File: src/design/clsp_pkg.sv
// constants, command type and modular helpers for the combined lcg source
// no dependencies
`timescale 1ns / 1ps

package clsp_pkg;

  localparam int unsigned VAL_W  = 31;
  localparam int unsigned PROD_W = 47;
  localparam int unsigned FOLD_W = 32;

  localparam int unsigned DEF_TABLE_DEPTH  = 64;
  localparam int unsigned DEF_WARMUP_STEPS = 8;

  localparam logic [VAL_W-1:0] MOD1      = 31'd2147483563;
  localparam logic [VAL_W-1:0] MOD2      = 31'd2147483399;
  localparam logic [VAL_W-1:0] OUT_WRAP  = 31'd2147483562;
  localparam logic [VAL_W-1:0] SEED2_RST = 31'd123456789;
  localparam logic [15:0]      MUL1      = 16'd40014;
  localparam logic [15:0]      MUL2      = 16'd40692;
  // 2^31 minus each modulus
  localparam logic [7:0]       FOLD1     = 8'd85;
  localparam logic [7:0]       FOLD2     = 8'd249;

  typedef struct packed {
    logic load_seed;
    logic mul;
    logic fold;
    logic fill_step;
    logic slot_rd;
    logic red_draw;
    logic out_draw;
  } cmd_t;

  function automatic logic [FOLD_W-1:0] fold_mod(input logic [PROD_W-1:0] p,
                                                 input logic [7:0] c);
    return FOLD_W'(p[VAL_W-1:0]) + FOLD_W'(p[PROD_W-1:VAL_W]) * FOLD_W'(c);
  endfunction

  function automatic logic [VAL_W-1:0] reduce_mod(input logic [FOLD_W-1:0] f,
                                                  input logic [VAL_W-1:0] m);
    logic [FOLD_W-1:0] d;
    d = f - FOLD_W'(m);
    return (f >= FOLD_W'(m)) ? d[VAL_W-1:0] : f[VAL_W-1:0];
  endfunction

endpackage

File: src/design/clsp_ram.sv
// generic single-write, single-read ram with registered read data
// no dependencies
`timescale 1ns / 1ps

module clsp_ram #(
  parameter int unsigned WIDTH = 31,
  parameter int unsigned DEPTH = 64
) (
  input  logic                     clk_i,
  input  logic                     we_i,
  input  logic [$clog2(DEPTH)-1:0] waddr_i,
  input  logic [WIDTH-1:0]         wdata_i,
  input  logic                     re_i,
  input  logic [$clog2(DEPTH)-1:0] raddr_i,
  output logic [WIDTH-1:0]         rdata_o
);

  logic [WIDTH-1:0] mem_q [DEPTH];
  logic [WIDTH-1:0] rdata_q;

  always_ff @(posedge clk_i) begin
    if (we_i) begin
      mem_q[waddr_i] <= wdata_i;
    end
    if (re_i) begin
      rdata_q <= mem_q[raddr_i];
    end
  end

  assign rdata_o = rdata_q;

endmodule

File: src/design/clsp_ctrl.sv
// sequencer for reseed fill and draw steps
// depends on clsp_pkg
`timescale 1ns / 1ps

module clsp_ctrl import clsp_pkg::*; (
  input  logic clk_i,
  input  logic rst_ni,
  input  logic start_i,
  input  logic req_type_i,
  input  logic fill_last_i,
  output logic busy_o,
  output cmd_t cmd_o
);

  localparam logic [2:0] ST_IDLE      = 3'd0;
  localparam logic [2:0] ST_FILL_MUL  = 3'd1;
  localparam logic [2:0] ST_FILL_FOLD = 3'd2;
  localparam logic [2:0] ST_FILL_RED  = 3'd3;
  localparam logic [2:0] ST_MUL       = 3'd4;
  localparam logic [2:0] ST_FOLD      = 3'd5;
  localparam logic [2:0] ST_RED       = 3'd6;
  localparam logic [2:0] ST_OUT       = 3'd7;

  logic [2:0] state_q, state_d;

  always_comb begin
    state_d = state_q;
    cmd_o   = '0;
    unique case (state_q)
      ST_IDLE: begin
        if (start_i) begin
          cmd_o.load_seed = req_type_i;
          state_d         = req_type_i ? ST_FILL_MUL : ST_MUL;
        end
      end
      ST_FILL_MUL: begin
        cmd_o.mul = 1'b1;
        state_d   = ST_FILL_FOLD;
      end
      ST_FILL_FOLD: begin
        cmd_o.fold = 1'b1;
        state_d    = ST_FILL_RED;
      end
      ST_FILL_RED: begin
        cmd_o.fill_step = 1'b1;
        state_d         = fill_last_i ? ST_MUL : ST_FILL_MUL;
      end
      ST_MUL: begin
        cmd_o.mul = 1'b1;
        state_d   = ST_FOLD;
      end
      ST_FOLD: begin
        cmd_o.fold    = 1'b1;
        cmd_o.slot_rd = 1'b1;
        state_d       = ST_RED;
      end
      ST_RED: begin
        cmd_o.red_draw = 1'b1;
        state_d        = ST_OUT;
      end
      ST_OUT: begin
        cmd_o.out_draw = 1'b1;
        state_d        = ST_IDLE;
      end
    endcase
  end

  always_ff @(posedge clk_i or negedge rst_ni) begin
    if (!rst_ni) begin
      state_q <= ST_IDLE;
    end else begin
      state_q <= state_d;
    end
  end

  assign busy_o = (state_q != ST_IDLE);

endmodule

File: src/design/clsp_dp.sv
// datapath: two modular generators, slot divider, shuffle table and output
// depends on clsp_pkg and clsp_ram
`timescale 1ns / 1ps

module clsp_dp import clsp_pkg::*; #(
  parameter int unsigned TABLE_DEPTH  = DEF_TABLE_DEPTH,
  parameter int unsigned WARMUP_STEPS = DEF_WARMUP_STEPS
) (
  input  logic             clk_i,
  input  logic             rst_ni,
  input  cmd_t             cmd_i,
  input  logic [VAL_W-1:0] seed_value_i,
  output logic             fill_last_o,
  output logic             valid_o,
  output logic [VAL_W-1:0] random_value_o
);

  localparam int unsigned AddrW     = $clog2(TABLE_DEPTH);
  localparam int unsigned FillSteps = TABLE_DEPTH + WARMUP_STEPS;
  localparam int unsigned CntW      = $clog2(FillSteps);
  localparam longint unsigned SlotDiv   = 64'd1 + 64'(OUT_WRAP) / 64'(TABLE_DEPTH);
  localparam int unsigned     SlotShift = VAL_W + $clog2(SlotDiv);
  localparam longint unsigned Recip     = ((64'd1 << SlotShift) + SlotDiv - 64'd1) / SlotDiv;
  localparam int unsigned     SlotProdW = 64;
  localparam logic [CntW-1:0] CntLast   = CntW'(FillSteps - 1);
  localparam logic [CntW-1:0] CntWarm   = CntW'(WARMUP_STEPS);

  logic [VAL_W-1:0]     g1_q, g1_d, g2_q, g2_d, last_q, last_d, out_q, out_d;
  logic [PROD_W-1:0]    p1_q, p1_d, p2_q, p2_d;
  logic [FOLD_W-1:0]    f1_q, f1_d, f2_q, f2_d;
  logic [SlotProdW-1:0] sp_q, sp_d;
  logic [AddrW-1:0]     slot_q, slot_d;
  logic [CntW-1:0]      cnt_q, cnt_d;
  logic [TABLE_DEPTH-1:0] vld_q, vld_d;
  logic                 hit_q, hit_d;
  logic                 out_vld_q, out_vld_d;

  logic [VAL_W-1:0]     seed_eff, red1, red2, tab_val, draw_val;
  logic [FOLD_W-1:0]    diff;
  logic [SlotProdW-1:0] quot;
  logic [AddrW-1:0]     slot_idx, fill_pos, ram_waddr;
  logic                 fill_wr, ram_we;
  logic [VAL_W-1:0]     ram_wdata, ram_rdata;

  assign seed_eff = (seed_value_i == '0) ? VAL_W'(1) : seed_value_i;
  assign red1     = reduce_mod(f1_q, MOD1);
  assign red2     = reduce_mod(f2_q, MOD2);

  // slot = last / SlotDiv by exact reciprocal multiply
  assign quot     = sp_q >> SlotShift;
  assign slot_idx = (quot > SlotProdW'(TABLE_DEPTH - 1)) ? AddrW'(TABLE_DEPTH - 1)
                                                         : quot[AddrW-1:0];

  // fill runs from the top slot down to slot 0
  assign fill_pos    = AddrW'(CntLast - cnt_q);
  assign fill_wr     = cmd_i.fill_step && (cnt_q >= CntWarm);
  assign fill_last_o = (cnt_q == CntLast);

  assign tab_val  = hit_q ? ram_rdata : '0;
  assign diff     = {1'b0, tab_val} - {1'b0, g2_q};
  assign draw_val = (tab_val > g2_q) ? diff[VAL_W-1:0]
                                     : VAL_W'(diff + FOLD_W'(OUT_WRAP));

  assign ram_we    = fill_wr || cmd_i.out_draw;
  assign ram_waddr = cmd_i.out_draw ? slot_q : fill_pos;
  assign ram_wdata = cmd_i.out_draw ? g1_q : red1;

  always_comb begin
    g1_d      = g1_q;
    g2_d      = g2_q;
    last_d    = last_q;
    out_d     = out_q;
    p1_d      = p1_q;
    p2_d      = p2_q;
    f1_d      = f1_q;
    f2_d      = f2_q;
    sp_d      = sp_q;
    slot_d    = slot_q;
    hit_d     = hit_q;
    cnt_d     = cnt_q;
    vld_d     = vld_q;
    out_vld_d = cmd_i.out_draw;

    if (cmd_i.load_seed) begin
      g1_d  = seed_eff;
      g2_d  = seed_eff;
      cnt_d = '0;
    end
    if (cmd_i.mul) begin
      p1_d = PROD_W'(g1_q) * PROD_W'(MUL1);
      p2_d = PROD_W'(g2_q) * PROD_W'(MUL2);
      sp_d = SlotProdW'(last_q) * SlotProdW'(Recip);
    end
    if (cmd_i.fold) begin
      f1_d = fold_mod(p1_q, FOLD1);
      f2_d = fold_mod(p2_q, FOLD2);
    end
    if (cmd_i.fill_step) begin
      g1_d  = red1;
      cnt_d = cnt_q + CntW'(1);
      if (fill_last_o) begin
        last_d = red1;
      end
    end
    if (cmd_i.slot_rd) begin
      slot_d = slot_idx;
      hit_d  = vld_q[slot_idx];
    end
    if (cmd_i.red_draw) begin
      g1_d = red1;
      g2_d = red2;
    end
    if (cmd_i.out_draw) begin
      out_d  = draw_val;
      last_d = draw_val;
    end
    if (ram_we) begin
      vld_d[ram_waddr] = 1'b1;
    end
  end

  always_ff @(posedge clk_i or negedge rst_ni) begin
    if (!rst_ni) begin
      g1_q      <= VAL_W'(1);
      g2_q      <= SEED2_RST;
      last_q    <= '0;
      cnt_q     <= '0;
      vld_q     <= '0;
      out_vld_q <= 1'b0;
    end else begin
      g1_q      <= g1_d;
      g2_q      <= g2_d;
      last_q    <= last_d;
      cnt_q     <= cnt_d;
      vld_q     <= vld_d;
      out_vld_q <= out_vld_d;
    end
  end

  always_ff @(posedge clk_i) begin
    p1_q   <= p1_d;
    p2_q   <= p2_d;
    f1_q   <= f1_d;
    f2_q   <= f2_d;
    sp_q   <= sp_d;
    slot_q <= slot_d;
    hit_q  <= hit_d;
    out_q  <= out_d;
  end

  clsp_ram #(
    .WIDTH(VAL_W),
    .DEPTH(TABLE_DEPTH)
  ) u_table (
    .clk_i  (clk_i),
    .we_i   (ram_we),
    .waddr_i(ram_waddr),
    .wdata_i(ram_wdata),
    .re_i   (cmd_i.slot_rd),
    .raddr_i(slot_idx),
    .rdata_o(ram_rdata)
  );

  assign valid_o        = out_vld_q;
  assign random_value_o = out_q;

endmodule

File: src/design/combined_lcg_shuffled_prng.sv
// channel  dir  handshake               word
// request  in   start & !busy           req_type_i, seed_value_i
// result   out  valid_o, one cycle      random_value_o
//
// a draw strobes its word after accept, through multiply, fold with the table
// read, reduce, then the output register; no new word is taken while busy
// a reseed first runs TABLE_DEPTH + WARMUP_STEPS generator steps before the draw,
// each a multiply, fold and reduce; the next word is taken while a result shows
// reset gives first_gen 1, second_gen 123456789, previous output 0, table zero
// the receiver cannot stall; results need no space beyond the output register
// depends on clsp_pkg, clsp_ctrl, clsp_dp
`timescale 1ns / 1ps

module combined_lcg_shuffled_prng import clsp_pkg::*; #(
  parameter int unsigned TABLE_DEPTH  = DEF_TABLE_DEPTH,
  parameter int unsigned WARMUP_STEPS = DEF_WARMUP_STEPS
) (
  input  logic             clk_i,
  input  logic             rst_ni,
  input  logic             start,
  input  logic             req_type_i,
  input  logic [VAL_W-1:0] seed_value_i,
  output logic             busy,
  output logic             valid_o,
  output logic [VAL_W-1:0] random_value_o
);

  cmd_t cmd;
  logic fill_last;

  clsp_ctrl u_ctrl (
    .clk_i      (clk_i),
    .rst_ni     (rst_ni),
    .start_i    (start),
    .req_type_i (req_type_i),
    .fill_last_i(fill_last),
    .busy_o     (busy),
    .cmd_o      (cmd)
  );

  clsp_dp #(
    .TABLE_DEPTH (TABLE_DEPTH),
    .WARMUP_STEPS(WARMUP_STEPS)
  ) u_dp (
    .clk_i         (clk_i),
    .rst_ni        (rst_ni),
    .cmd_i         (cmd),
    .seed_value_i  (seed_value_i),
    .fill_last_o   (fill_last),
    .valid_o       (valid_o),
    .random_value_o(random_value_o)
  );

endmodule

File: config.mk
export PLATFORM = sky130hd
export DESIGN_NAME = combined_lcg_shuffled_prng
export DESIGN_NICKNAME = d
export VERILOG_FILES = /design/src/design/clsp_pkg.sv /design/src/design/clsp_ram.sv /design/src/design/clsp_ctrl.sv /design/src/design/clsp_dp.sv /design/src/design/combined_lcg_shuffled_prng.sv
export SDC_FILE = /design/constraint.sdc
export NUM_CORES = 2
export LEC_CHECK = 0
export BUFFER_PORTS_ARGS = -buffer_cell sky130_fd_sc_hd__buf_4
export CAP_MARGIN = 20
export CORE_MARGIN = 2
export CORE_UTILIZATION = 45
export DETAILED_ROUTE_END_ITERATION = 7
export GPL_ROUTABILITY_DRIVEN = 0
export PLACE_DENSITY_LB_ADDON = 0.3
export SYNTH_ARGS = -nofsm -noshare
export SYNTH_HDL_FRONTEND = slang
export SYNTH_SLANG_ARGS = --single-unit
export TNS_END_PERCENT = 5
File: constraint.sdc
create_clock -name clk_i -period 5.6 [get_ports clk_i]
set_clock_uncertainty 0.15 [all_clocks]
set_input_delay 0.84 -clock clk_i [delete_from_list [all_inputs] [get_ports clk_i]]
set_output_delay 0.84 -clock clk_i [all_outputs]
set_load 0.05 [all_outputs]
==> results by group <==
Outcome
  – Status: finished, violations left
  – Failing checks: setup timing

Flow run
  – Maxcap violations: 0

Critical path
  – CP max FO: 4
  – CP startpoint kind: register
  – Critical path arrival: 6.62 ns
  – Required time of the critical path: approximately 6 ns
  – Element type at the critical path end: register
  – Critical path class: reg2reg
  – Reg2reg start: u_dp.g2_q[11]
  – Setup crit start: u_dp.g2_q[11]

Final layout
  – Fin area: approximately 140,000 um2
  – Final Non-Filler Cells: between 10,000 and 15,000
  – Synthesis-to-layout area growth: 15.34%
  – Share of post-route cells with drive strength above 1: 21.90%
  – Layout net count: about 9,300

Logic synthesis
  – Synth Area in Simple Gates: 6.104%
  – Synth Area in Compound Gates: roughly 4.5%
  – EDFF count, synth: about 2,200
  – Largest family of logic cells by synthesized area: adder cells
  – Synth Area in Adders: between 10% and 20%
  – Syn. warnings: 0
  – Async S/R FF share, synth: between 7 and 8%
  – Post-synthesis instance area: 118,100 um2
  – Largest area contributor in the netlist: edfxtp_1
  – Area fraction of the dominant cell type after synthesis: ~56%
  – Cells after synthesis: between 7,000 and 8,000
  – Synth cell count leaders: edfxtp_1 (2,215), inv_1 (733), nand2_1 (723)
  – Post-synthesis xor/xnor area fraction: 1.674%
  – Cell variety after synth: 84
  – Post-synthesis sequential area ratio: about three fifths
  – Synthesis-stage register bit count: approximately 2,400
  – Count leader, synth: edfxtp_1
  – Ranking of synthesized cells by area: edfxtp_1 (56%), mux4_2 (10%), fa_1 (7.7%)
  – Mux share of post-synthesis cell area: 10.41%
  – Syn avg cell area: 15.47 um2
  – Top FF cell, synth: edfxtp_1
  – Syn_nets: 8,740

Global routing
  – M2 GR Usage: 39.39%
  – Remaining global-route overflow: 0
  – Met1 usage: ~34%
  – Vias in the first global route: ~71,000
  – Total track usage: between 20% and 30%
  – Initial antenna violation count: 14
  – GRT busiest layer: met2
  – Largest net degree at the start of global routing: slightly above 100
  – First-pass GRT wire length: between 400,000 and 500,000 um
  – M3 GR Usage: under 10%

Floorplan
  – Die ar.: approximately 270,000 um2
  – IO Pins: 68
  – FP Rows: 188
  – Core area: between 200,000 and 300,000 um2
  – Vert. Die Dim: just over 500 um
  – Initial core utilization: 45.13%
  – Die width: 516.4 um

Timing
  – RSZ-0062 raised after global routing: true
  – TNS Setup: -11.81 ns
  – Worst slew pin tran: 1.175 ns
  – Final Hold Viols: 0
  – Setup-failing EPs final: 36
  – Minimum clock period: between 6 and 7 ns
  – Min setup slack post-route: -0.6007 ns
  – Max Clk Rate: 161.3 MHz
  – Max-slew violations: 0
  – Max transition margin: about 22%
  – Final worst path period share: 110.7%

Hold path
  – Worst Hold Class: in2reg
  – HP Start: req_type_i

Routing
  – Routed Antenna Nets: 0
  – DR iter-0 viols: 8,055
  – Wire per inst: 27.25 um
  – Via density: approximately 5.8
  – Final wirelength: around 330,000 um
  – First-pass DRT Iterations: 6
  – Vias: about 69,000
  – DRC: 0

Placement
  – Area after DPL: between 100,000 and 150,000 um2
  – Dpl hpwl: ~220,000 um
  – Placed insts: 11,490
  – Setup WS pre-CTS: -0.6410 ns
  – PortBufs: 67

CTS
  – Worst-Skew Late Latency: 0.93 ns
  – Worst-path clk slew: roughly 0.07 ns
  – TritonCTS Buffers: 236
  – Clock sink count: 2,383
  – H-tree depth: 4
  – CTS tree: built
  – Bufs on Longest Clock Path: 3
  – CTS root buf: clkbuf_16
cells in the final DEF, fill, tap and decap left out, types with 42 or more instances in the layout:
| cell type | n |
|---|---|
| o21ai_0 | 117 |
| clkbuf_16 | 240 |
| nor2_4 | 72 |
| and3_1 | 168 |
| a21oi_1 | 188 |
| mux4_2 | 544 |
| xnor2_1 | 126 |
| edfxtp_1 | 2215 |
| a31oi_1 | 151 |
| or2_2 | 71 |
| a21o_1 | 86 |
| dfrtp_1 | 136 |
| a211oi_1 | 45 |
| clkbuf_1 | 52 |
| fa_1 | 450 |
| clkinv_1 | 45 |
| buf_4 | 578 |
| nand2_1 | 723 |
| nand4_1 | 42 |
| xor2_1 | 91 |
| and2_1 | 59 |
| clkinv_2 | 45 |
| nand3_1 | 58 |
| inv_1 | 727 |
| nor2_1 | 185 |
| ha_1 | 595 |
state kept, by name, indices dropped and copies added (netlist names):
| register | cells |
|---|---|
| u_dp.sp_q | 7 |
| u_dp.f2_q | 32 |
| u_dp.f1_q | 32 |
| u_dp.u_table.mem_q | 1984 |
| u_dp.last_q | 31 |
| u_dp.p1_q | 46 |
| u_dp.vld_q | 64 |
| u_dp.g1_q | 31 |
| u_dp.slot_q | 6 |
| u_dp.valid_o | 1 |
| u_dp.p2_q | 45 |
| u_dp.cnt_q | 7 |
| u_ctrl.state_q | 3 |
| u_dp.g2_q | 31 |
| u_dp.hit_q | 1 |
| u_dp.u_table.rdata_o | 31 |
| u_dp.random_value_o | 31 |
stage by stage:
step                hold slack, ns  utilization (%)
finish                      0.1859            52.05
global route                0.1643            52.05
CTS                         0.1341            51.93
detailed placement          0.2983            48.83
global placement            0.2955            48.77
floorplan                   0.2837                -
cell type report:
cell class | instances | area [um2]
fillers | 21130 | 125500
diodes | 3 | 7.507
well taps | 3515 | 4398
multi-input cells | 4240 | 45110
clock buffers | 297 | 6270
inverters | 735 | 2780
repair buffers | 630 | 5354
flip-flops and latches | 2383 | 70760
clock inverters | 144 | 1593
worst paths after layout:
check	endpoint	slack [ns]	depth (start not counted)
max in group asynchronous	u_dp.vld_q[57]	3.74	3
min reg2reg	u_dp.vld_q[38]	0.31	1
min	u_ctrl.state_q[0]	0.19	3
max reg2reg	u_dp.p2_q[44]	-0.60	23
max	u_dp.p2_q[44]	-0.60	23
min in group asynchronous	u_dp.g1_q[3]	0.47	2
what timing repair did:
item,CTS,global route
gates resized for setup,41,53
hold endpoints to repair,63,0
setup buffers,7,7
hold buffers,1,0
setup endpoints to repair,50,63
gates cloned,0,0
pin swaps,26,29
critical path: stages (launching register included):
cell and delay (ns):
dfstp_2 0.59, buf_6 0.12, fa_1 0.44, ha_1 0.30
inv_1 0.05, fa_1 0.49, inv_1 0.06, fa_1 0.49
fa_1 0.51, inv_1 0.05, fa_1 0.48, inv_1 0.06
ha_4 0.29, a21oi_4 0.06, and2_4 0.13, o211ai_1 0.13
a21oi_2 0.12, o211ai_1 0.30, nand2_1 0.15, o211ai_1 0.33
nand2_1 0.14, o311ai_2 0.22, a21oi_1 0.11, xnor2_1 0.14
metal layers:
layer  vias up  wire length [um]
met5         -                 8
met3       473             28470
met2      3037            153400
li1      29630                 -
met1     36260            132600
met4         2             11180
kinds of logic after synthesis:
family                   after synthesis
AO/OA/AOI/OAI                        844
multiplexers                         549
XOR/XNOR                             225
AND/OR/NAND/NOR                     1552
flip-flops                          2383
adder cells (fa/ha/maj)             1070
buffers and inverters               1012
Power is left out: the tool's default activity adds up to more than one toggle a clock period on the data nets, which glitch-free logic cannot reach.
